File: src/rtl/core/pressure_sensor_compensation_assert.svh
// Assertion macros for the pressure sensor compensation block.
`ifndef PRESSURE_SENSOR_COMPENSATION_ASSERT_SVH
`define PRESSURE_SENSOR_COMPENSATION_ASSERT_SVH

// same-cycle implication
`define PSC_ASSERT_IMP(label, clk, rst, ante, cons, msg) \
   label: assert property (@(posedge clk) disable iff (rst) (ante) |-> (cons)) \
      else $error(msg);

// next-cycle implication
`define PSC_ASSERT_NXT(label, clk, rst, ante, cons, msg) \
   label: assert property (@(posedge clk) disable iff (rst) (ante) |=> (cons)) \
      else $error(msg);

`endif

File: src/rtl/core/psc_pkg.sv
// Package: types and constants of the pressure sensor compensation block.
`default_nettype none
package psc_pkg;

   localparam int CSR_INDEX_W = 3;
   localparam int COEF_W      = 16;
   localparam int TEMP_REF    = 2000;
   localparam int TEMP_DEEP   = 1500;
   localparam int PIPE_DEPTH  = 9;

   typedef enum logic [CSR_INDEX_W-1:0] {
      CSR_SENS        = 3'd0,
      CSR_OFFSET      = 3'd1,
      CSR_SENS_TEMP   = 3'd2,
      CSR_OFFSET_TEMP = 3'd3,
      CSR_REF_TEMP    = 3'd4,
      CSR_TEMP_SLOPE  = 3'd5
   } csr_index_type;

   typedef struct packed {
      logic [23:0] raw_pressure;
      logic [23:0] raw_temperature;
   } req_type;

   typedef struct packed {
      logic signed [19:0] temperature_centi;
      logic signed [31:0] pressure_deci;
   } rsp_type;

   typedef struct packed {
      logic [COEF_W-1:0] sens;
      logic [COEF_W-1:0] offset;
      logic [COEF_W-1:0] sens_temp;
      logic [COEF_W-1:0] offset_temp;
      logic [COEF_W-1:0] ref_temp;
      logic [COEF_W-1:0] temp_slope;
   } coef_type;

   // first-order results
   typedef struct packed {
      logic [23:0]        raw_pressure;
      logic signed [18:0] tm20;
      logic signed [18:0] tp15;
      logic signed [35:0] off;
      logic signed [35:0] sens;
      logic [17:0]        ti;
   } front_type;

   // second-order corrected terms
   typedef struct packed {
      logic [23:0]        raw_pressure;
      logic signed [19:0] temperature_centi;
      logic signed [38:0] sens_diff;
      logic signed [38:0] off_diff;
   } back_type;

endpackage
`default_nettype wire

File: src/rtl/core/psc_press.sv
// Pressure stages: split D1 product, scaling and the result register.
`default_nettype none
module psc_press (
   input  wire logic               clock,
   input  wire logic               reset,
   input  wire logic               in_valid,
   input  wire psc_pkg::back_type  in_data,
   output logic                    out_valid,
   output psc_pkg::rsp_type        out_data
);

   // stage 7: partial products
   logic               s7_valid_ff;
   logic [43:0]        s7_pplo_ff, s7_pplo_in;
   logic signed [43:0] s7_pphi_ff, s7_pphi_in;
   logic signed [38:0] s7_od_ff;
   logic signed [19:0] s7_temp_ff;

   // stage 8: full product
   logic               s8_valid_ff;
   logic signed [63:0] s8_prod_ff, s8_prod_in;
   logic signed [38:0] s8_od_ff;
   logic signed [19:0] s8_temp_ff;

   // stage 9: result
   logic               s9_valid_ff;
   psc_pkg::rsp_type   s9_ff, s9_in;
   logic signed [43:0] diff;

   always_comb begin
      s7_pplo_in = in_data.raw_pressure * in_data.sens_diff[19:0];
      s7_pphi_in = $signed({1'b0, in_data.raw_pressure}) * $signed(in_data.sens_diff[38:20]);
   end

   always_comb begin
      s8_prod_in = (64'(s7_pphi_ff) <<< 20) + $signed({20'b0, s7_pplo_ff});
   end

   // the scaled value always fits the 32-bit field
   always_comb begin
      diff = 44'(s8_prod_ff >>> 21) - 44'(s8_od_ff);
      s9_in.temperature_centi = s8_temp_ff;
      s9_in.pressure_deci     = 32'(diff >>> 13);
   end

   always_ff @(posedge clock) begin
      if (reset) begin
         s7_valid_ff <= 1'b0;
         s8_valid_ff <= 1'b0;
         s9_valid_ff <= 1'b0;
      end else begin
         s7_valid_ff <= in_valid;
         s8_valid_ff <= s7_valid_ff;
         s9_valid_ff <= s8_valid_ff;
      end
   end

   always_ff @(posedge clock) begin
      if (in_valid) begin
         s7_pplo_ff <= s7_pplo_in;
         s7_pphi_ff <= s7_pphi_in;
         s7_od_ff   <= in_data.off_diff;
         s7_temp_ff <= in_data.temperature_centi;
      end
      if (s7_valid_ff) begin
         s8_prod_ff <= s8_prod_in;
         s8_od_ff   <= s7_od_ff;
         s8_temp_ff <= s7_temp_ff;
      end
      if (s8_valid_ff) begin
         s9_ff <= s9_in;
      end
   end

   assign out_valid = s9_valid_ff;
   assign out_data  = s9_ff;

endmodule
`default_nettype wire

File: config.mk
export PLATFORM = sky130hd
export DESIGN_NAME = psc_press
export DESIGN_NICKNAME = d
export VERILOG_FILES = /design/src/rtl/core/pressure_sensor_compensation_assert.svh /design/src/rtl/core/psc_pkg.sv /design/src/rtl/core/psc_press.sv
export SDC_FILE = /design/constraint.sdc
export NUM_CORES = 2
export LEC_CHECK = 0
export BUFFER_PORTS_ARGS = -buffer_cell sky130_fd_sc_hd__buf_4
export CAP_MARGIN = 20
export CORE_ASPECT_RATIO = 0.7
export CORE_MARGIN = 2
export CORE_UTILIZATION = 49
export CTS_BUF_LIST = sky130_fd_sc_hd__clkbuf_4
export DETAILED_ROUTE_END_ITERATION = 7
export GPL_ROUTABILITY_DRIVEN = 0
export PLACE_DENSITY = 0.66
export SETUP_SLACK_MARGIN = 0.5
export SLEW_MARGIN = 0
export SYNTH_ARGS = -nofsm -noshare
export SYNTH_HDL_FRONTEND = slang
export SYNTH_SLANG_ARGS = --single-unit
File: constraint.sdc
create_clock -name clock -period 10.6 [get_ports clock]
set_input_delay 0.53 -clock clock [delete_from_list [all_inputs] [get_ports clock]]
set_output_delay 0.53 -clock clock [all_outputs]
set_load 0.1 [all_outputs]
# ---- Word-level counts from Yosys, hierarchy flattened
# Index checks and enable logic that the tools add are counted.
dict set report op_classes {
  n_mul 2
  addsub 2
}
# operator n
set op_table {}
lappend op_table {{64-bit by 45-bit adder with 64-bit output} 1}
lappend op_table {{24-bit by 20-bit multiplier with 44-bit output} 1}
lappend op_table {{25-bit by 19-bit multiplier with 44-bit output} 1}
lappend op_table {{43-bit by 39-bit subtractor with 44-bit output} 1}
dict set report totals {
  word_cells 16
  out_inout_bits 53
  in_bits 125
  reg_bits 324
}

# ---- Logic depth before layout (Yosys ltp)
dict set report depth {
  word_depth 1
  ltp_mapped 28
  mapped_depth_nobuf 25
}

# ---- Least setup slack after synthesis
# OpenSTA, ideal clock, no wires.
dict set report synth_timing {
  kind {in2reg}
  startpoint {input in_data[106] (netlist bit)}
  endpoint {register s7_pplo_ff[43], data pin}
  path_slack_ns 3.747
  setup_ns 0.261
  t_required_ns 10.339
  path_stages 23
  n_path_buf 2
  t_arrival_ns 6.592
  path_cell_list {buf_1 -> clkbuf_1 -> nand2_1 -> fa_1 -> fa_1 -> fa_1 -> inv_1 -> fa_1 -> fa_1 -> fa_1 -> inv_1 -> fa_1 -> inv_1 -> ha_1 -> nand2_1 -> or2_2 -> o221a_2 -> o31ai_1 -> o21ai_0 -> a21oi_1 -> a41o_1 -> nor4_1 -> a311o_1}
}
dict set report synth_via {
  elab_chain_cells 1
}
# item line
set synth_rtl {}
lappend synth_rtl {{from (decl)} psc_press.sv:7} ;# input wire psc_pkg::back_type in_data,
lappend synth_rtl {{24-bit by 20-bit multiplier with 44-bit output} psc_press.sv:31} ;# s7_pplo_in = in_data.raw_pressure * in_data.sens_diff[19:0];
lappend synth_rtl {{net s7_pplo_in[43]} psc_press.sv:14} ;# logic [43:0] s7_pplo_ff, s7_pplo_in;
lappend synth_rtl {{to (signal assigned)} psc_press.sv:60} ;# s7_pplo_ff <= s7_pplo_in;
lappend synth_rtl {{to (decl)} psc_press.sv:14}
# The timed path passes the listed nets, and every way through them passes these cells.
# A chain may end at the register's enable or synchronous reset.

# ---- Worst setup path after layout
dict set report layout_timing {
  startpoint {input in_data[110] (netlist bit)}
  endpoint {register s7_pplo_ff[43], data pin}
}
# Same word-level chain as after synthesis.

==> summary.md <==
| Metric | Value |
|---|---|
| Outcome | finished, final reports clean |
| First-pass GRT wire length | 168 mm |
| Total track usage | 23.8% |
| Post-Route WL | 102 mm |
| EDFF count, synth | 280 |
| Clk buf depth | 3 |
| TritonCTS Buffers | 69 |
| Syn_area_per_cell | 10.0 µm² |
| Most common cell type on the critical path | fa_1 |
| CORE AREA | 86100 µm² |
| Cell taking the most area after synthesis | fa_1 |
| Fin. Hold Viols | 0 |
| Fin nets | 5654 |
| Hpwl dp | 77.7 mm |
| Initial Util | 49.5% |
| Crit path buf inv count | 5 |
| Max-cap violations | 0 |
| Placed cells | 5394 |
| WL per Instance | 18.4 µm |
| Post-layout min period | 7.20 ns |
| Slowest CP cell | a21oi_1 |
| Cells along the critical path | buf_4 > and2_1 > fa_1 > fa_1 > inv_1 > fa_1 > inv_1 > fa_1 > fa_1 > fa_1 > inv_1 > fa_1 > inv_1 > ha_1 > nand2_1 > or2_2 > o221a_2 > o31ai_1 > o21ai_0 > a21oi_1 > a41o_1 > nor4_1 > a311o_1 |
| Critical Path RT | 11.08 ns |
| Vias in the first global route | 31000 |
| Hold WS | 0.265 ns |
| H-Tree Depth | 3 |
| Die Area | 89300 µm² |
| Worst-path clk slew | 0.07 ns |
| Synth Flop Type | edfxtp_1 |
| Top cells by area, synth | fa_1, edfxtp_1, ha_1, inv_1, and2_1 |
| Synth-to-Final Area Change | 8.35% |
| Post-synthesis cell area | 42600 µm² |
| WP data arrival | 7.68 ns |
| Die height | 251 µm |
| CTS sink cnt | 283 |
| CTS tree | built |
| Gr ovfl total | 0 |
| Placed instance area | 44700 µm² |
| WS Path Type | primary input to register |
| Synth warn | 0 |
| Crit end category | register |
| RSZ-0062 raised after global routing | false |
| Pre-Repair DR Iteration Count | 5 |
| Design area | 46200 µm² |
| Pins Over Slew Limit | 0 |
| Post-Layout Cell Count | 5573 |
| Post-DR vias/cell | 5.21 |
| Antenna viol nets, final | 0 |
| Die width | 356 µm |
| DRC Markers | 0 |
| Setup violators final | 0 |
| Register bit count reported by yosys | 283 |
| Syn_nets | 5539 |
| Worst-skew pair later-pin latency | 0.72 ns |
| Syn Inst Count | 4260 |
| Initial DRC count | 1897 |
| Worst-margin pin slew | 0.927 ns |
| IO buf count | 177 |
| Fill count | 7766 |
| Largest net degree at the start of global routing | 78 |
| Peak Freq | 139 MHz |
| Post-synth top area share | 36.0% |
| Startpoint types | primary input |
| Largest fanout on the critical path | 39 |
| Final Cycle Share | 67.9% |
| Root buffer cell | clkbuf_4 |
| Yosys cell types | 70 |
| Clock skew | 0.0479 ns |
| Via count | 29000 |
| Ratio of cells with drive above 1 in the final layout | 6.92% |
| Antenna violations before repair | 5 |
| Hold Crit Class | primary input to register |
| Top delay family on crit path | adder cells |
| Synth async-reset ratio | 0% |
| Max stage delay on crit path | 0.71 ns |
| Relative slew slack | 36.6% |
| Rows | 90 |
| Register area share after synthesis | 19.9% |
| Post-Route Setup TNS | 0 ns |
| Ports | 178 |
final timing paths:
kind,from,end,slack (ns),cells after the start
worst max-delay path,in_data[110],s7_pplo_ff[43]$_DFFE_PP_,3.40,23
worst min-delay path,in_valid,s7_od_ff[25]$_DFFE_PP_,0.26,1
worst max register to register,s8_prod_ff[23]$_DFFE_PP_,out_data[24]$_DFFE_PP_,7.36,10
worst min register to register,s7_od_ff[0]$_DFFE_PP_,s8_od_ff[0]$_DFFE_PP_,0.41,0
repair_timing:
item | in CTS | in global routing
resized for setup | 0 | 0
endpoints found under the setup margin | 0 | 0
buffers inserted | 0 | 0
hold buffers | 60 | 0
endpoints found under the hold margin | 62 | 0
cell usage in the layout, fill, tap and decap left out, types with 6 or more instances in the layout:
cell type	n
inv_1	883
fa_1	765
nand2_1	523
and2_1	469
ha_1	389
edfxtp_1	280
buf_4	180
a21oi_1	127
clkbuf_4	90
a21o_1	82
o21ai_0	76
xnor2_1	71
xor2_1	65
dlygate4sd3_1	60
nor2_1	50
nor2b_1	31
nand4_1	27
nand3_1	23
nand2b_1	19
a31oi_1	17
clkinv_1	16
nor3_1	15
and3_1	14
o21bai_1	14
o21a_1	13
a211oi_1	13
o31ai_1	6
nor4_1	6
sequential cells by signal (all words and copies together), names as in the netlist:
register and flops:
out_data 51, s7_pphi_ff 44, s8_prod_ff 43, s7_od_ff 39, s8_od_ff 39, s7_pplo_ff 24, s7_temp_ff 20, s8_temp_ff 20
out_valid 1, s7_valid_ff 1, s8_valid_ff 1
kinds of logic (layout without fill, tap and decap cells):
| family | Yosys count | in the layout | share of synthesized area, % |
|---|---|---|---|
| other | 0 | 1 | 0 |
| flip-flops | 283 | 283 | 19.9 |
| XOR/XNOR | 136 | 136 | 2.80 |
| AND/OR/NAND/NOR | 1196 | 1196 | 14.1 |
| AO/OA/AOI/OAI | 411 | 411 | 6.27 |
| buffers and inverters | 1080 | 1242 | 9.55 |
| adder cells (fa/ha/maj) | 1154 | 1154 | 47.4 |
cells in the mapped netlist, drive strengths merged (3+ instances only):
library cell  instances
o221ai                5
a221oi                3
xnor2                71
a2111oi               3
a31o                  5
o22ai                 3
or3                   4
nor4                  6
clkbuf              189
and3                 15
a21boi                3
o2111ai               4
a21oi               127
fa                  765
a41oi                 6
o211ai                5
nand4                27
nor3                 15
buf                   8
nand2               523
nor2b                31
and4                  3
o21ai                78
o31ai                 6
a211oi               13
nor2                 51
a211o                 3
nand2b               19
a31oi                17
nand3b                3
dfxtp                 3
edfxtp              280
o21bai               14
a21o                 85
xor2                 65
and2                470
inv                 883
nand3                23
o21a                 13
ha                  389
metrics by stage:
step,setup WS [ns],util (%)
after floorplan,3.75,-
after global placement,2.76,51.8
after detailed placement,2.70,51.8
after CTS,3.53,53.6
after global routing,3.23,53.6
final,3.40,53.6
layer usage:
metal  vias to the layer above  global-route usage, %  wire length [µm]
met1                     14500                   35.3             48400
met4                         0                   4.09              1200
met3                        99                   5.41              9020
met5                         -                      0                 0
li1                      13400                      -                 -
met2                      1011                   36.0             43800
area by class of cell:
class / count / area [µm²] / area share (%)
multi-input combinational: 2897 / 30100 / 65.1
sequential: 283 / 8470 / 18.4
inverter: 883 / 3310 / 7.18
timing repair buffer: 241 / 1960 / 4.25
tap: 1150 / 1440 / 3.12
clock buffer: 90 / 676 / 1.46
clock inverter: 28 / 225 / 0.488
antenna: 1 / 2.50 / 0.00542
Power is not shown: default switching activity piles up to over one toggle a cycle in this logic, so the estimate is an artifact.
