$ cat config.mk
export PLATFORM = sky130hd
export DESIGN_NAME = psc_first
export DESIGN_NICKNAME = d
export VERILOG_FILES = /design/src/rtl/core/pressure_sensor_compensation_assert.svh /design/src/rtl/core/psc_pkg.sv /design/src/rtl/core/psc_first.sv
export SDC_FILE = /design/constraint.sdc
export NUM_CORES = 2
export LEC_CHECK = 0
export ABC_AREA = 1
export BUFFER_PORTS_ARGS = -buffer_cell sky130_fd_sc_hd__buf_2
export CAP_MARGIN = 10
export CORE_ASPECT_RATIO = 1.75
export CORE_UTILIZATION = 55
export CTS_CLUSTER_SIZE = 14
export DETAILED_ROUTE_END_ITERATION = 12
export PLACE_DENSITY = 0.71
export SYNTH_ARGS = -nofsm -noshare
export SYNTH_HDL_FRONTEND = slang
export SYNTH_SLANG_ARGS = --single-unit
$ cat constraint.sdc
create_clock -name clock -period 21 [get_ports clock]
set_clock_uncertainty 0.1 [all_clocks]
set_input_delay 3.15 -clock clock [delete_from_list [all_inputs] [get_ports clock]]
set_output_delay 3.15 -clock clock [all_outputs]
set_load 0.05 [all_outputs]
$ cat src/rtl/core/pressure_sensor_compensation_assert.svh
// Assertion macros for the pressure sensor compensation block.
`ifndef PRESSURE_SENSOR_COMPENSATION_ASSERT_SVH
`define PRESSURE_SENSOR_COMPENSATION_ASSERT_SVH

// same-cycle implication
`define PSC_ASSERT_IMP(label, clk, rst, ante, cons, msg) \
   label: assert property (@(posedge clk) disable iff (rst) (ante) |-> (cons)) \
      else $error(msg);

// next-cycle implication
`define PSC_ASSERT_NXT(label, clk, rst, ante, cons, msg) \
   label: assert property (@(posedge clk) disable iff (rst) (ante) |=> (cons)) \
      else $error(msg);

`endif

$ cat src/rtl/core/psc_pkg.sv
// Package: types and constants of the pressure sensor compensation block.
`default_nettype none
package psc_pkg;

   localparam int CSR_INDEX_W = 3;
   localparam int COEF_W      = 16;
   localparam int TEMP_REF    = 2000;
   localparam int TEMP_DEEP   = 1500;
   localparam int PIPE_DEPTH  = 9;

   typedef enum logic [CSR_INDEX_W-1:0] {
      CSR_SENS        = 3'd0,
      CSR_OFFSET      = 3'd1,
      CSR_SENS_TEMP   = 3'd2,
      CSR_OFFSET_TEMP = 3'd3,
      CSR_REF_TEMP    = 3'd4,
      CSR_TEMP_SLOPE  = 3'd5
   } csr_index_type;

   typedef struct packed {
      logic [23:0] raw_pressure;
      logic [23:0] raw_temperature;
   } req_type;

   typedef struct packed {
      logic signed [19:0] temperature_centi;
      logic signed [31:0] pressure_deci;
   } rsp_type;

   typedef struct packed {
      logic [COEF_W-1:0] sens;
      logic [COEF_W-1:0] offset;
      logic [COEF_W-1:0] sens_temp;
      logic [COEF_W-1:0] offset_temp;
      logic [COEF_W-1:0] ref_temp;
      logic [COEF_W-1:0] temp_slope;
   } coef_type;

   // first-order results
   typedef struct packed {
      logic [23:0]        raw_pressure;
      logic signed [18:0] tm20;
      logic signed [18:0] tp15;
      logic signed [35:0] off;
      logic signed [35:0] sens;
      logic [17:0]        ti;
   } front_type;

   // second-order corrected terms
   typedef struct packed {
      logic [23:0]        raw_pressure;
      logic signed [19:0] temperature_centi;
      logic signed [38:0] sens_diff;
      logic signed [38:0] off_diff;
   } back_type;

endpackage
`default_nettype wire

$ cat src/rtl/core/psc_first.sv
// First-order stages: dT, calibration products, offset, sensitivity, Ti.
`default_nettype none
module psc_first (
   input  wire logic               clock,
   input  wire logic               reset,
   input  wire logic               in_valid,
   input  wire psc_pkg::req_type   in_data,
   input  wire psc_pkg::coef_type  coef,
   output logic                    out_valid,
   output psc_pkg::front_type      out_data
);

   // stage 1: dT
   logic               s1_valid_ff;
   logic [23:0]        s1_press_ff;
   logic signed [24:0] s1_dt_ff;
   logic signed [24:0] s1_dt_in;

   // stage 2: products
   logic               s2_valid_ff;
   logic [23:0]        s2_press_ff;
   logic signed [41:0] s2_ptemp_ff, s2_ptemp_in;
   logic signed [41:0] s2_poff_ff, s2_poff_in;
   logic signed [41:0] s2_psens_ff, s2_psens_in;
   logic signed [49:0] s2_dtsq_ff, s2_dtsq_in;

   // stage 3: first-order terms
   logic               s3_valid_ff;
   psc_pkg::front_type s3_ff, s3_in;
   logic [51:0]        dtsq3;

   always_comb begin
      s1_dt_in = $signed({1'b0, in_data.raw_temperature})
               - $signed({1'b0, coef.ref_temp, 8'b0});
   end

   always_comb begin
      s2_ptemp_in = s1_dt_ff * $signed({1'b0, coef.temp_slope});
      s2_poff_in  = s1_dt_ff * $signed({1'b0, coef.offset_temp});
      s2_psens_in = s1_dt_ff * $signed({1'b0, coef.sens_temp});
      s2_dtsq_in  = s1_dt_ff * s1_dt_ff;
   end

   always_comb begin
      dtsq3 = {2'b0, s2_dtsq_ff} + {1'b0, s2_dtsq_ff, 1'b0};
      s3_in.raw_pressure = s2_press_ff;
      s3_in.tm20 = $signed(s2_ptemp_ff[41:23]);
      s3_in.tp15 = $signed(s2_ptemp_ff[41:23])
                 + 19'(psc_pkg::TEMP_REF + psc_pkg::TEMP_DEEP);
      s3_in.off  = $signed({4'b0, coef.offset, 16'b0}) + 36'(s2_poff_ff >>> 7);
      s3_in.sens = $signed({5'b0, coef.sens, 15'b0}) + 36'(s2_psens_ff >>> 8);
      // below 20 degC: 3*dT^2 >> 33, else 2*dT^2 >> 37
      if (s2_ptemp_ff[41]) begin
         s3_in.ti = dtsq3[50:33];
      end else begin
         s3_in.ti = {4'b0, s2_dtsq_ff[49:36]};
      end
   end

   always_ff @(posedge clock) begin
      if (reset) begin
         s1_valid_ff <= 1'b0;
         s2_valid_ff <= 1'b0;
         s3_valid_ff <= 1'b0;
      end else begin
         s1_valid_ff <= in_valid;
         s2_valid_ff <= s1_valid_ff;
         s3_valid_ff <= s2_valid_ff;
      end
   end

   always_ff @(posedge clock) begin
      if (in_valid) begin
         s1_press_ff <= in_data.raw_pressure;
         s1_dt_ff    <= s1_dt_in;
      end
      if (s1_valid_ff) begin
         s2_press_ff <= s1_press_ff;
         s2_ptemp_ff <= s2_ptemp_in;
         s2_poff_ff  <= s2_poff_in;
         s2_psens_ff <= s2_psens_in;
         s2_dtsq_ff  <= s2_dtsq_in;
      end
      if (s2_valid_ff) begin
         s3_ff <= s3_in;
      end
   end

   assign out_valid = s3_valid_ff;
   assign out_data  = s3_ff;

endmodule
`default_nettype wire

# == Word level (Yosys, flattened, before mapping) ==
# Index checks and enable logic that the tools add are counted.
# classes
add_sub_neg,5
n_mul,4
muxes,1
# ops
operator,n
$mul 25x17->42,3
$add 50x51->51,1
$mul 25x25->50,1
$add 33x35->36,1
$add 32x34->35,1
$sub 24x24->25,1
$add 19x13->19 const B,1
$mux 14,1
# totals
reg_bits,404
input_bits,147
output_inout_bits,153
elab_cells,27

# == Depth between registers and ports, before layout ==
# logic_depth
ltp_word,2
mapped_depth,31
ltp_nobuf,29

# == Least setup slack after synthesis ==
# No wires, ideal clock.
# synth_path
kind,in2reg
from,input coef[4] (netlist name)
to,register s2_ptemp_ff[41] (data pin)
setup_time_ps,254
t_arrival_ps,8137
t_required_ps,20646
slack_ps,12509
cell_stages,21
n_path_buf,2
path_cell_list,clkbuf_1 clkbuf_1 nand2_1 inv_1 fa_1 fa_1 inv_1 fa_1 fa_1 fa_1 fa_1 inv_1 ha_1 a21oi_1 o21ai_0 nor2_1 nor2_1 nor2_1 nand3_1 nand2_1 nand2_1
# synth_via
elab_chain_len,1
# synth_rtl
item,line,text
"start, declared",psc_first.sv:8,"input wire psc_pkg::coef_type coef,"
$mul 25x17->42,psc_first.sv:38,"s2_ptemp_in = s1_dt_ff * $signed({1'b0, coef.temp_slope});"
via s2_ptemp_in[41],psc_first.sv:22,"logic signed [41:0] s2_ptemp_ff, s2_ptemp_in;"
"end signal, assigned",psc_first.sv:79,s2_ptemp_ff <= s2_ptemp_in;
"end, declared",psc_first.sv:22,
# The timed path passes the listed nets, and every way through them passes these cells.
# A chain may end at the register's enable or synchronous reset.

# == Worst setup path after layout ==
# layout_path
from,register s1_dt_ff[24]
to,register s2_dtsq_ff[49] (data pin)
# layout_via
elab_chain_len,1
# layout_rtl
item,line,text
"start, declared",psc_first.sv:16,logic signed [24:0] s1_dt_ff;
"start signal, assigned",psc_first.sv:75,s1_dt_ff <= s1_dt_in;
$mul 25x25->50,psc_first.sv:41,s2_dtsq_in = s1_dt_ff * s1_dt_ff;
via s2_dtsq_in[49],psc_first.sv:25,"logic signed [49:0] s2_dtsq_ff, s2_dtsq_in;"
"end signal, assigned",psc_first.sv:82,s2_dtsq_ff <= s2_dtsq_in;
"end, declared",psc_first.sv:25,
# The timed path passes the listed nets, and every way through them passes these cells.

==> impl_results.md <==
* DR vias at 66400
* Max-cap violations at 0
* CP startpoint kind: flip-flop
* Slew @ Worst Pin at 1.15 ns
* Critical Setup Path Class: flip-flop to flip-flop
* Site row count at 191
* Distinct cell type count after synthesis at 48
* Routed vias/inst at 5.24
* Number of CTS-inserted buffers at 41
* Initial antenna violation count at 10
* Core Box Area at 155000 µm²
* Synth Instances at 10600
* Layout cells sized above 1 at 0.0485
* Residual DRC at 0
* Number of synthesized flops with an enable pin at 358
* Max-slew violations at 0
* Pin count of the biggest net entering global routing at 67
* H-tree depth at 2
* # nets final at 13100
* Top cells by area, synth: fa_1 (42%), inv_1 (14%), edfxtp_1 (13%)
* Root Driver: clkbuf_16
* CTS tree: done
* Post-synth top cells: inv_1 (3188), nand2_1 (2795), fa_1 (1780), ha_1 (550), nor2_1 (476)
* Sink Count at 361
* # resized after CTS at 0
* Final Hold Vio Count at 0
* Area Overhead vs Synth at 5.29%
* Minimum clock period at 9.19 ns
* Sequential fraction of the synthesis area at 0.126
* Slew HR at 0.232
* Mean post-synth cell area at 8.09 µm²
* Clock Pin Slew Worst Setup and Hold Paths at 0.06 ns
* Number of synthesized register bits at 361
* FFs w/ async S/R, synth at 0
* Setup violators final at 0
* Setup TNS at 0 ns
* DR iter-0 viols at 3527
* Die Ht at 524 µm
* Critical Path AT at 9.48 ns
* Pre-antenna DRT Iters at 6
* Detail Route Antenna Nets at 0
* Final-layout fill cell count at 14100
* Number of global-route vias before repair at 73900
* Yosys top cell by area: fa_1
* Net count after synthesis at 13000
* Worst Path Max Fanout at 44
* Initial Utilization at 0.553
* Synthesis Warnings at 0
* GRT Overall Usage at 0.310
* Die span in x at 300 µm
* Setup crit end kind: flip-flop
* Die area at 157000 µm²
* Yosys top cell area share at 0.417
* Global-route wire length before repair at 378000 µm
* Buffer count from post-CTS setup fixing at 0
* RSZ-0062 raised after global routing: no
* Run status: complete, no violations
* Fmax achieved at 109 MHz
* Hpwl dp at 191000 µm
* CTS max path bufs at 3
* Congestion Overflow GR at 0
* Count leader, synth: inv_1
* Final wirelength at 235000 µm
* Hold_buf cts at 0
* HP Class: flip-flop to flip-flop
* Synthesized area at 85500 µm²
* Top FF cell, synth: edfxtp_1
* WL per Instance at 18.5 µm
* Fin crit share at 0.438
* Placer Congestion at 0.985
* Ports at 300
* PortBufs at 299
* Clk Latency, worst-skew pair at 0.68 ns
* Worst EP required at 21.28 ns
-- cell type report --
class / instances / area (µm²) / area share
clock inverters: 22 / 278 / 0.00309
multi-input cells: 6669 / 61400 / 0.682
well taps: 2026 / 2530 / 0.0282
inverters: 3193 / 12000 / 0.133
diodes: 2 / 5.00 / 0.0000556
repair buffers: 352 / 1900 / 0.0211
clock buffers: 53 / 1110 / 0.0123
flip-flops and latches: 361 / 10800 / 0.120
-- through the flow --
stage / area, µm² / util / hold WS, ns / setup slack [ns] / instances
final: 90000 / 0.582 / 0.318 / 11.81 / 12700
after global routing: 90000 / 0.582 / 0.317 / 11.44 / 12700
after CTS: 90000 / 0.582 / 0.317 / 11.80 / 12700
after detailed placement: 88600 / 0.573 / 0.305 / 11.53 / 12600
after global placement: 88600 / 0.573 / 0.301 / 11.62 / 12600
after floorplan: 85500 / - / 0.300 / 12.51 / 10600
-- per-layer routing --
metal | up-vias | track usage | part of all wire
met5 | - | 0 | 0.00022
met4 | 8 | 0.161 | 0.058
met2 | 2318 | 0.590 | 0.54
met3 | 763 | 0.0338 | 0.055
li1 | 30300 | - | -
met1 | 33100 | 0.334 | 0.34
-- cells in the final DEF, fill, tap and decap left out, types with 18 or more instances in the layout --
| cell type | n |
|---|---|
| inv_1 | 3188 |
| nand2_1 | 2795 |
| fa_1 | 1780 |
| ha_1 | 550 |
| nor2_1 | 476 |
| edfxtp_1 | 358 |
| buf_2 | 298 |
| a21oi_1 | 278 |
| nand3_1 | 195 |
| o21ai_0 | 120 |
| xor2_1 | 109 |
| nand4_1 | 67 |
| xnor2_1 | 56 |
| buf_4 | 54 |
| nor3_1 | 41 |
| clkbuf_16 | 41 |
| nand2_2 | 26 |
| o21bai_1 | 24 |
| a21o_1 | 18 |
-- kinds of logic (layout without fill, tap and decap cells) --
logic type               Yosys count  after routing  share of synthesized area
AO/OA/AOI/OAI                    499            499                     0.0320
XOR/XNOR                         165            165                     0.0169
adder cells (fa/ha/maj)         2330           2330                      0.497
buffers and inverters           3539           3620                      0.156
flip-flops                       361            361                      0.126
other                              0              2                          0
AND/OR/NAND/NOR                 3675           3675                      0.172
-- flip-flops by register name, indices dropped and copies added (netlist names) --
signal       cells
s1_valid_ff      1
s1_dt_ff        25
s2_press_ff     24
s2_ptemp_ff     19
s2_psens_ff     34
s2_poff_ff      35
out_valid        1
s1_press_ff     24
s2_dtsq_ff      48
out_data       149
s2_valid_ff      1
-- path summary, 6_finish.rpt --
check | start | endpoint | slack (ns) | cells past startpoint
worst max-delay path | s1_dt_ff[24] | s2_dtsq_ff[49] | 11.81 | 25
worst min-delay path | s1_press_ff[1] | s2_press_ff[1] | 0.32 | 0
worst max register to register | s1_dt_ff[24] | s2_dtsq_ff[49] | 11.81 | 25
worst min register to register | s1_press_ff[1] | s2_press_ff[1] | 0.32 | 0
-- worst max-delay path, cell delays in order (launching register included) --
cell and delay [ns]:
edfxtp_1 0.73, buf_4 0.47, buf_4 0.61, nand2_1 0.34, inv_1 0.18, fa_1 0.34
inv_1 0.15, fa_1 0.82, inv_1 0.12, fa_1 0.88, inv_1 0.21, fa_1 0.50
fa_1 0.56, inv_1 0.05, fa_1 0.51, fa_1 0.43, ha_1 0.45, nand2_1 0.11
nor2_1 0.19, nand2_1 0.13, nor2_1 0.22, nand2_1 0.13, a21oi_1 0.34, nor2_1 0.12
nand2_1 0.08, nand2_1 0.06
Power is left out: the tool's default activity adds up to more than one toggle a clock period on the data nets, which glitch-free logic cannot reach.
