==> config.mk <==
export PLATFORM = sky130hd
export DESIGN_NAME = psc_second
export DESIGN_NICKNAME = d
export VERILOG_FILES = /design/src/rtl/core/pressure_sensor_compensation_assert.svh /design/src/rtl/core/psc_pkg.sv /design/src/rtl/core/psc_second.sv
export SDC_FILE = /design/constraint.sdc
export NUM_CORES = 2
export LEC_CHECK = 0
export BUFFER_PORTS_ARGS = -buffer_cell sky130_fd_sc_hd__buf_2
export CAP_MARGIN = 20
export CORE_MARGIN = 2
export CORE_UTILIZATION = 55
export CTS_BUF_LIST = sky130_fd_sc_hd__clkbuf_4 sky130_fd_sc_hd__clkbuf_8 sky130_fd_sc_hd__clkbuf_16
export DETAILED_ROUTE_END_ITERATION = 8
export PLACE_DENSITY = 0.81
export SYNTH_ARGS = -nofsm -noshare
export SYNTH_HDL_FRONTEND = slang
export SYNTH_SLANG_ARGS = --single-unit
export TNS_END_PERCENT = 30
==> constraint.sdc <==
create_clock -name clock -period 7.5 [get_ports clock]
set_input_delay 0.375 -clock clock [delete_from_list [all_inputs] [get_ports clock]]
set_output_delay 0.375 -clock clock [all_outputs]
set_load 0.02 [all_outputs]
==> src/rtl/core/pressure_sensor_compensation_assert.svh <==
// Assertion macros for the pressure sensor compensation block.
`ifndef PRESSURE_SENSOR_COMPENSATION_ASSERT_SVH
`define PRESSURE_SENSOR_COMPENSATION_ASSERT_SVH

// same-cycle implication
`define PSC_ASSERT_IMP(label, clk, rst, ante, cons, msg) \
   label: assert property (@(posedge clk) disable iff (rst) (ante) |-> (cons)) \
      else $error(msg);

// next-cycle implication
`define PSC_ASSERT_NXT(label, clk, rst, ante, cons, msg) \
   label: assert property (@(posedge clk) disable iff (rst) (ante) |=> (cons)) \
      else $error(msg);

`endif

==> src/rtl/core/psc_pkg.sv <==
// Package: types and constants of the pressure sensor compensation block.
`default_nettype none
package psc_pkg;

   localparam int CSR_INDEX_W = 3;
   localparam int COEF_W      = 16;
   localparam int TEMP_REF    = 2000;
   localparam int TEMP_DEEP   = 1500;
   localparam int PIPE_DEPTH  = 9;

   typedef enum logic [CSR_INDEX_W-1:0] {
      CSR_SENS        = 3'd0,
      CSR_OFFSET      = 3'd1,
      CSR_SENS_TEMP   = 3'd2,
      CSR_OFFSET_TEMP = 3'd3,
      CSR_REF_TEMP    = 3'd4,
      CSR_TEMP_SLOPE  = 3'd5
   } csr_index_type;

   typedef struct packed {
      logic [23:0] raw_pressure;
      logic [23:0] raw_temperature;
   } req_type;

   typedef struct packed {
      logic signed [19:0] temperature_centi;
      logic signed [31:0] pressure_deci;
   } rsp_type;

   typedef struct packed {
      logic [COEF_W-1:0] sens;
      logic [COEF_W-1:0] offset;
      logic [COEF_W-1:0] sens_temp;
      logic [COEF_W-1:0] offset_temp;
      logic [COEF_W-1:0] ref_temp;
      logic [COEF_W-1:0] temp_slope;
   } coef_type;

   // first-order results
   typedef struct packed {
      logic [23:0]        raw_pressure;
      logic signed [18:0] tm20;
      logic signed [18:0] tp15;
      logic signed [35:0] off;
      logic signed [35:0] sens;
      logic [17:0]        ti;
   } front_type;

   // second-order corrected terms
   typedef struct packed {
      logic [23:0]        raw_pressure;
      logic signed [19:0] temperature_centi;
      logic signed [38:0] sens_diff;
      logic signed [38:0] off_diff;
   } back_type;

endpackage
`default_nettype wire

==> src/rtl/core/psc_second.sv <==
// Second-order stages: band squares, OFFi and SENSi, corrected terms, temperature.
`default_nettype none
module psc_second (
   input  wire logic                clock,
   input  wire logic                reset,
   input  wire logic                in_valid,
   input  wire psc_pkg::front_type  in_data,
   output logic                     out_valid,
   output psc_pkg::back_type        out_data
);

   // stage 4: squares and temperature
   logic               s4_valid_ff;
   logic [23:0]        s4_press_ff;
   logic signed [35:0] s4_off_ff, s4_sens_ff;
   logic [35:0]        s4_sqm_ff, s4_sqp_ff;
   logic signed [37:0] sqm_full, sqp_full;
   logic               s4_cold_ff, s4_deep_ff;
   logic signed [20:0] tsum;
   logic signed [19:0] s4_temp_ff, s4_temp_in;

   // stage 5: corrections
   logic               s5_valid_ff;
   logic [23:0]        s5_press_ff;
   logic signed [35:0] s5_off_ff, s5_sens_ff;
   logic signed [19:0] s5_temp_ff;
   logic [37:0]        s5_offi_ff, s5_offi_in;
   logic [37:0]        s5_sensi_ff, s5_sensi_in;
   logic [37:0]        m3, m5, p7, p4;

   // stage 6: corrected sensitivity and offset
   logic               s6_valid_ff;
   psc_pkg::back_type  s6_ff, s6_in;

   always_comb begin
      sqm_full = in_data.tm20 * in_data.tm20;
      sqp_full = in_data.tp15 * in_data.tp15;
      tsum = 21'(in_data.tm20) + 21'(psc_pkg::TEMP_REF) - $signed({3'b0, in_data.ti});
      if (tsum[20] != tsum[19]) begin
         s4_temp_in = tsum[20] ? $signed({1'b1, 19'b0}) : $signed({1'b0, {19{1'b1}}});
      end else begin
         s4_temp_in = tsum[19:0];
      end
   end

   always_comb begin
      m3 = {2'b0, s4_sqm_ff} + {1'b0, s4_sqm_ff, 1'b0};
      m5 = {2'b0, s4_sqm_ff} + {s4_sqm_ff, 2'b0};
      p7 = 38'({s4_sqp_ff, 3'b0} - {3'b0, s4_sqp_ff});
      p4 = {s4_sqp_ff, 2'b0};
      if (s4_cold_ff) begin
         s5_offi_in  = {1'b0, m3[37:1]} + (s4_deep_ff ? p7 : '0);
         s5_sensi_in = {3'b0, m5[37:3]} + (s4_deep_ff ? p4 : '0);
      end else begin
         s5_offi_in  = {6'b0, s4_sqm_ff[35:4]};
         s5_sensi_in = '0;
      end
   end

   always_comb begin
      s6_in.raw_pressure      = s5_press_ff;
      s6_in.temperature_centi = s5_temp_ff;
      s6_in.sens_diff         = 39'(s5_sens_ff) - $signed({1'b0, s5_sensi_ff});
      s6_in.off_diff          = 39'(s5_off_ff) - $signed({1'b0, s5_offi_ff});
   end

   always_ff @(posedge clock) begin
      if (reset) begin
         s4_valid_ff <= 1'b0;
         s5_valid_ff <= 1'b0;
         s6_valid_ff <= 1'b0;
      end else begin
         s4_valid_ff <= in_valid;
         s5_valid_ff <= s4_valid_ff;
         s6_valid_ff <= s5_valid_ff;
      end
   end

   always_ff @(posedge clock) begin
      if (in_valid) begin
         s4_press_ff <= in_data.raw_pressure;
         s4_off_ff   <= in_data.off;
         s4_sens_ff  <= in_data.sens;
         s4_sqm_ff   <= sqm_full[35:0];
         s4_sqp_ff   <= sqp_full[35:0];
         s4_cold_ff  <= in_data.tm20[18];
         s4_deep_ff  <= in_data.tp15[18];
         s4_temp_ff  <= s4_temp_in;
      end
      if (s4_valid_ff) begin
         s5_press_ff <= s4_press_ff;
         s5_off_ff   <= s4_off_ff;
         s5_sens_ff  <= s4_sens_ff;
         s5_temp_ff  <= s4_temp_ff;
         s5_offi_ff  <= s5_offi_in;
         s5_sensi_ff <= s5_sensi_in;
      end
      if (s5_valid_ff) begin
         s6_ff <= s6_in;
      end
   end

   assign out_valid = s6_valid_ff;
   assign out_data  = s6_ff;

endmodule
`default_nettype wire

; ---- Word level (Yosys, flattened, before mapping)
; Index checks and enable logic that the tools add are counted.
; Widths: inputs -> output; s select.
[classes]
addsub = 9
n_mul = 2
eq_ne = 1
muxes = 5
[op_table]
columns = operator, n
row1 = $sub 36x39->39, 2
row2 = $mux 38, 2
row3 = $mul 19x19->36, 2
row4 = $mux 20, 2
row5 = $add 35x38->38, 1
row6 = $add 36x37->38, 1
row7 = $add 36x38->38, 1
row8 = $add 37x38->38, 1
row9 = $sub 38x36->38, 1
row10 = $mux 32, 1
row11 = $sub 20x19->21, 1
row12 = $add 19x12->20 const B, 1
row13 = $ne 1x1->1, 1
[totals]
regBits = 507
input_bits = 155
out_inout_bits = 123
wordCells = 39

; ---- Logic depth before layout (Yosys ltp)
[depth]
word_depth = 4
mapped_depth = 26
ltp_nobuf = 25

; ---- Least setup slack after synthesis
; Ideal clock, no wire load.
[synth_path]
path_kind = in2reg
startpoint = input port in_data[97] (netlist name)
endpoint = register s4_sqp_ff[33] (data pin)
setup_time_ns = 0.258
t_arrival_ns = 6.626
required_ns = 7.242
slack_ns = 0.616
stages = 23
path_buffers = 2
path_cell_list = clkbuf_1 clkbuf_1 nand2_1 fa_1 fa_1 fa_1 inv_1 fa_1 inv_1 fa_1 inv_1 fa_1 ha_1 ha_1 or3_1 o22ai_1 o21ai_1 a221o_1 a21oi_1 a31oi_1 a41o_1 o41a_1 xor2_1
[synth_between]
elab_chain_len = 1
[synth_rtl]
columns = item, line
row1 = "start, declared", psc_second.sv:7  ; input wire psc_pkg::front_type in_data,
row2 = $mul 19x19->36, psc_second.sv:37  ; sqp_full = in_data.tp15 * in_data.tp15;
row3 = named net sqp_full[33], psc_second.sv:17  ; logic signed [37:0] sqm_full, sqp_full;
row4 = "end signal, assigned", psc_second.sv:85  ; s4_sqp_ff <= sqp_full[35:0];
row5 = "end, declared", psc_second.sv:16  ; logic [35:0] s4_sqm_ff, s4_sqp_ff;
; The timed path passes the listed nets, and every way through them passes these cells.
; A chain may end at the register's enable or synchronous reset.

; ---- Worst setup path after layout
[layout_path]
startpoint = input port in_data[119] (netlist name)
endpoint = register s4_sqm_ff[34] (data pin)
[layout_between]
elab_chain_len = 1
[layout_rtl]
columns = item, line
row1 = $mul 19x19->36, psc_second.sv:36  ; sqm_full = in_data.tm20 * in_data.tm20;
row2 = named net sqm_full[34], psc_second.sv:17
row3 = "end signal, assigned", psc_second.sv:84  ; s4_sqm_ff <= sqm_full[35:0];
row4 = "end, declared", psc_second.sv:16
; The timed path passes the listed nets, and every way through them passes these cells.

==> impl_metrics.ini <==
[run_status]
status = finished clean

[synthesis]
synth_enable_flop_cells = 502
top_area_cells_in_the_synthesized_netlist = edfxtp_1, fa_1, ha_1
ys.flop_type = edfxtp_1
syn-num-nets = 6372
cell_type_with_the_largest_total_area_after_synthesis = edfxtp_1
average_footprint_of_a_synthesized_cell_um2 = 10.4
yosys.cell_count.top_type = inv_1
yosys-top-cells-count = inv_1, fa_1, ha_1, edfxtp_1, nand2_1
synth_warnings = 0
synth_sequential_area_ratio_pct = 28.8
synth_seq_cells = 505
synth_area_um2 = 52500
post_synth_num_cell_types = 91
synthArstFlopShare_pct = 0
netlist_instances = 5046
synth.top_cell.area_share_pct = 28.7

[die]
die-width_um = 313
num_rows = 113
floorplan.core_area_um2 = 94900
die-area_um2 = 98000
io-pin-count = 278
floorplan.initialDensity_pct = 55.4
chipHeight_um = 313

[cts]
cts_max_path_buffers = 3
cts_htree_levels = 2
tritoncts = yes
cts_sinks = 505
clock_latency_reported_for_the_late_side_of_the_worst_skew_pair_ns = 0.66
cts-root-buf = clkbuf_16
cts-buffers-inserted = 52
clkTransAtPathRegs_ns = 0.07
postCtsResizedCells = 0

[flow_run]
max_cap_viol_count = 0

[cells_and_area]
fillers = 7411
area_growth_syn_to_layout_pct = 10.9
fin_nets = 6746
finish.utilization_pct = 61.4
layout_cells_sized_above_1_pct = 8.59

[grt]
number_of_global_route_vias_before_repair = 39300
antenna_found_initial = 5
grt_pass1_wl_um = 198000
grt.overflow.total = 0
grt_max_degree = 177
global_route.usage.total_pct = 25.2

[hold_path]
worstHoldPathType = input pin to register

[detailed_routing]
drtPass1Iterations = 6
wl_per_cell_um = 18.1
initialDrtViolationCount = 2736
postRouteWirelength_um = 122000
viasPerCell = 5.55
remaining_drc_errors = 0
ant_nets = 0
vias = 37300

[placement]
post-dp-hpwl_um = 95600
place_worst_setup_slack_ns = 0.220
place.port_buffers = 277
gp_congestion = 0.953

[setup_path]
path_class = input pin to register
path_cells = buf_2 -> inv_1 -> nor2_1 -> inv_1 -> fa_1 -> fa_1 -> fa_1 -> inv_1 -> fa_1 -> fa_1 -> fa_1 -> ha_1 -> ha_1 -> a21oi_1 -> a21o_1 -> a21oi_1 -> a2111oi_0 -> a21oi_1 -> a311oi_1 -> o21ai_1 -> a21o_1 -> a21oi_1 -> xnor2_1
cp_common_cell = fa_1
critPathArrivalTime_ns = 7.11
worst_ep_required_time_ns = 7.89
critical_path_peak_fanout = 14
critPathLaunchType = input pin
crit_path_end_kind = register
critical-path-max-stage-delay_ns = 0.56
crit_path_top_delay_cell = fa_1

[timing]
rsz0062_at_grt = false
period_share_pct = 89.6
setup_total_negative_slack_ns = 0
worst_slack_ns = 0.780
worst_hold_slack_ns = 0.0777
finalWorstPathRequiredPeriod_ns = 6.72
maxClockFrequency_mhz = 149
hold_viol_final = 0
slew_headroom_pct = 19.1
timing_worst_slew_pin_value_ns = 1.21
skew_ns = 0.0573
finalSetupViolations = 0
slew_viol_final = 0
cell families (layout without fill, tap and decap cells):
logic type | count (synthesis) | in the layout | share of synthesized area [%]
compound gates | 889 | 889 | 11.2
xor+xnor | 323 | 323 | 5.38
fa+ha+maj | 1171 | 1171 | 37.1
buf+inv | 1041 | 1452 | 7.44
flops | 505 | 505 | 28.8
mux | 32 | 32 | 0.674
other cells | 1 | 4 | 0.00714
simple gates | 1084 | 1084 | 9.47
flip-flops by register name (all words and copies together), names as in the netlist:
signal       flops
s4_press_ff     24
out_data       122
s4_deep_ff       1
s5_temp_ff      20
s5_valid_ff      1
out_valid        1
s5_off_ff       36
s5_press_ff     24
s4_cold_ff       1
s5_sensi_ff     38
s4_sqp_ff       35
s4_sens_ff      36
s5_offi_ff      38
s4_temp_ff      20
s4_valid_ff      1
s5_sens_ff      36
s4_sqm_ff       35
s4_off_ff       36
cell type report:
cell class | instances | area (um2) | area share (%)
Multi-Input combinational cell | 3500 | 33500 | 57.5
Sequential cell | 505 | 15100 | 26.0
Inverter | 948 | 3560 | 6.10
Timing Repair Buffer | 413 | 2670 | 4.58
Tap cell | 1265 | 1580 | 2.72
Clock buffer | 55 | 1320 | 2.27
Clock inverter | 36 | 505 | 0.867
Antenna cell | 3 | 7.51 | 0.0129
layout by cell type, fill, tap and decap left out, types with 9 or more instances in the layout:
cell             n
nor2_1         336
bufinv_16       10
nand4_1         23
a211oi_1        35
xnor2_1        224
a21o_1         140
nor3_1          42
inv_1          943
o31a_1          14
dlygate4sd3_1   97
o21bai_1        41
clkbuf_16       52
xor2_1          99
o211ai_1        18
ha_1           528
a21boi_0        12
o21a_1          56
o21ai_0        133
a31o_2          11
a211o_1         13
fa_1           643
edfxtp_1       502
o21ai_1         13
nand2b_1        41
and2_1          93
and3_1          17
a21oi_1        265
a31oi_1         19
buf_4           38
or2_2           10
nor2b_1         46
clkinv_1        14
or3_1           21
nor3b_1          9
mux2_2          27
buf_2          276
nand2_1        375
o31ai_1         22
nand3_1         40
and4_1          10
layer usage:
metal	up-vias	share of wire (%)	track usage [%]
met5	-	0.022	0
met1	18400	40	31.5
met3	324	5.1	2.70
met4	4	4.2	10.1
li1	17500	-	-
met2	1177	51	44.7
worst paths after layout:
check,start,to,slack (ns),cells after the start
max,in_data[119],s4_sqm_ff[34]$_DFFE_PP_,0.78,23
min,in_data[109],s4_sqm_ff[0]$_DFFE_PP_,0.08,1
max reg2reg,s4_sqp_ff[10]$_DFFE_PP_,s5_offi_ff[35]$_SDFFCE_PN0P_,1.34,20
min reg2reg,s4_sens_ff[25]$_DFFE_PP_,s5_sens_ff[25]$_DFFE_PP_,0.41,0
critical path, delay by kind of cell:
kind                     cells  cell delay [ns]
AO/OA/AOI/OAI                9             2.05
XOR/XNOR                     1             0.09
adder cells (fa/ha/maj)      8             3.55
buffers and inverters        4             0.76
AND/OR/NAND/NOR              1             0.29
repair_timing:
action	4_1_cts	5_1_grt
endpoints found under the hold margin	99	0
hold buffers	97	0
setup buffers	0	0
stage by stage:
stage               area [um2]  instances
detailed placement       55500       6534
floorplan                52500       5046
finish                   58300       6725
global placement         55500       6534
global route             58300       6724
CTS                      58300       6722
Power is not shown: default switching activity piles up to over one toggle a cycle in this logic, so the estimate is an artifact.
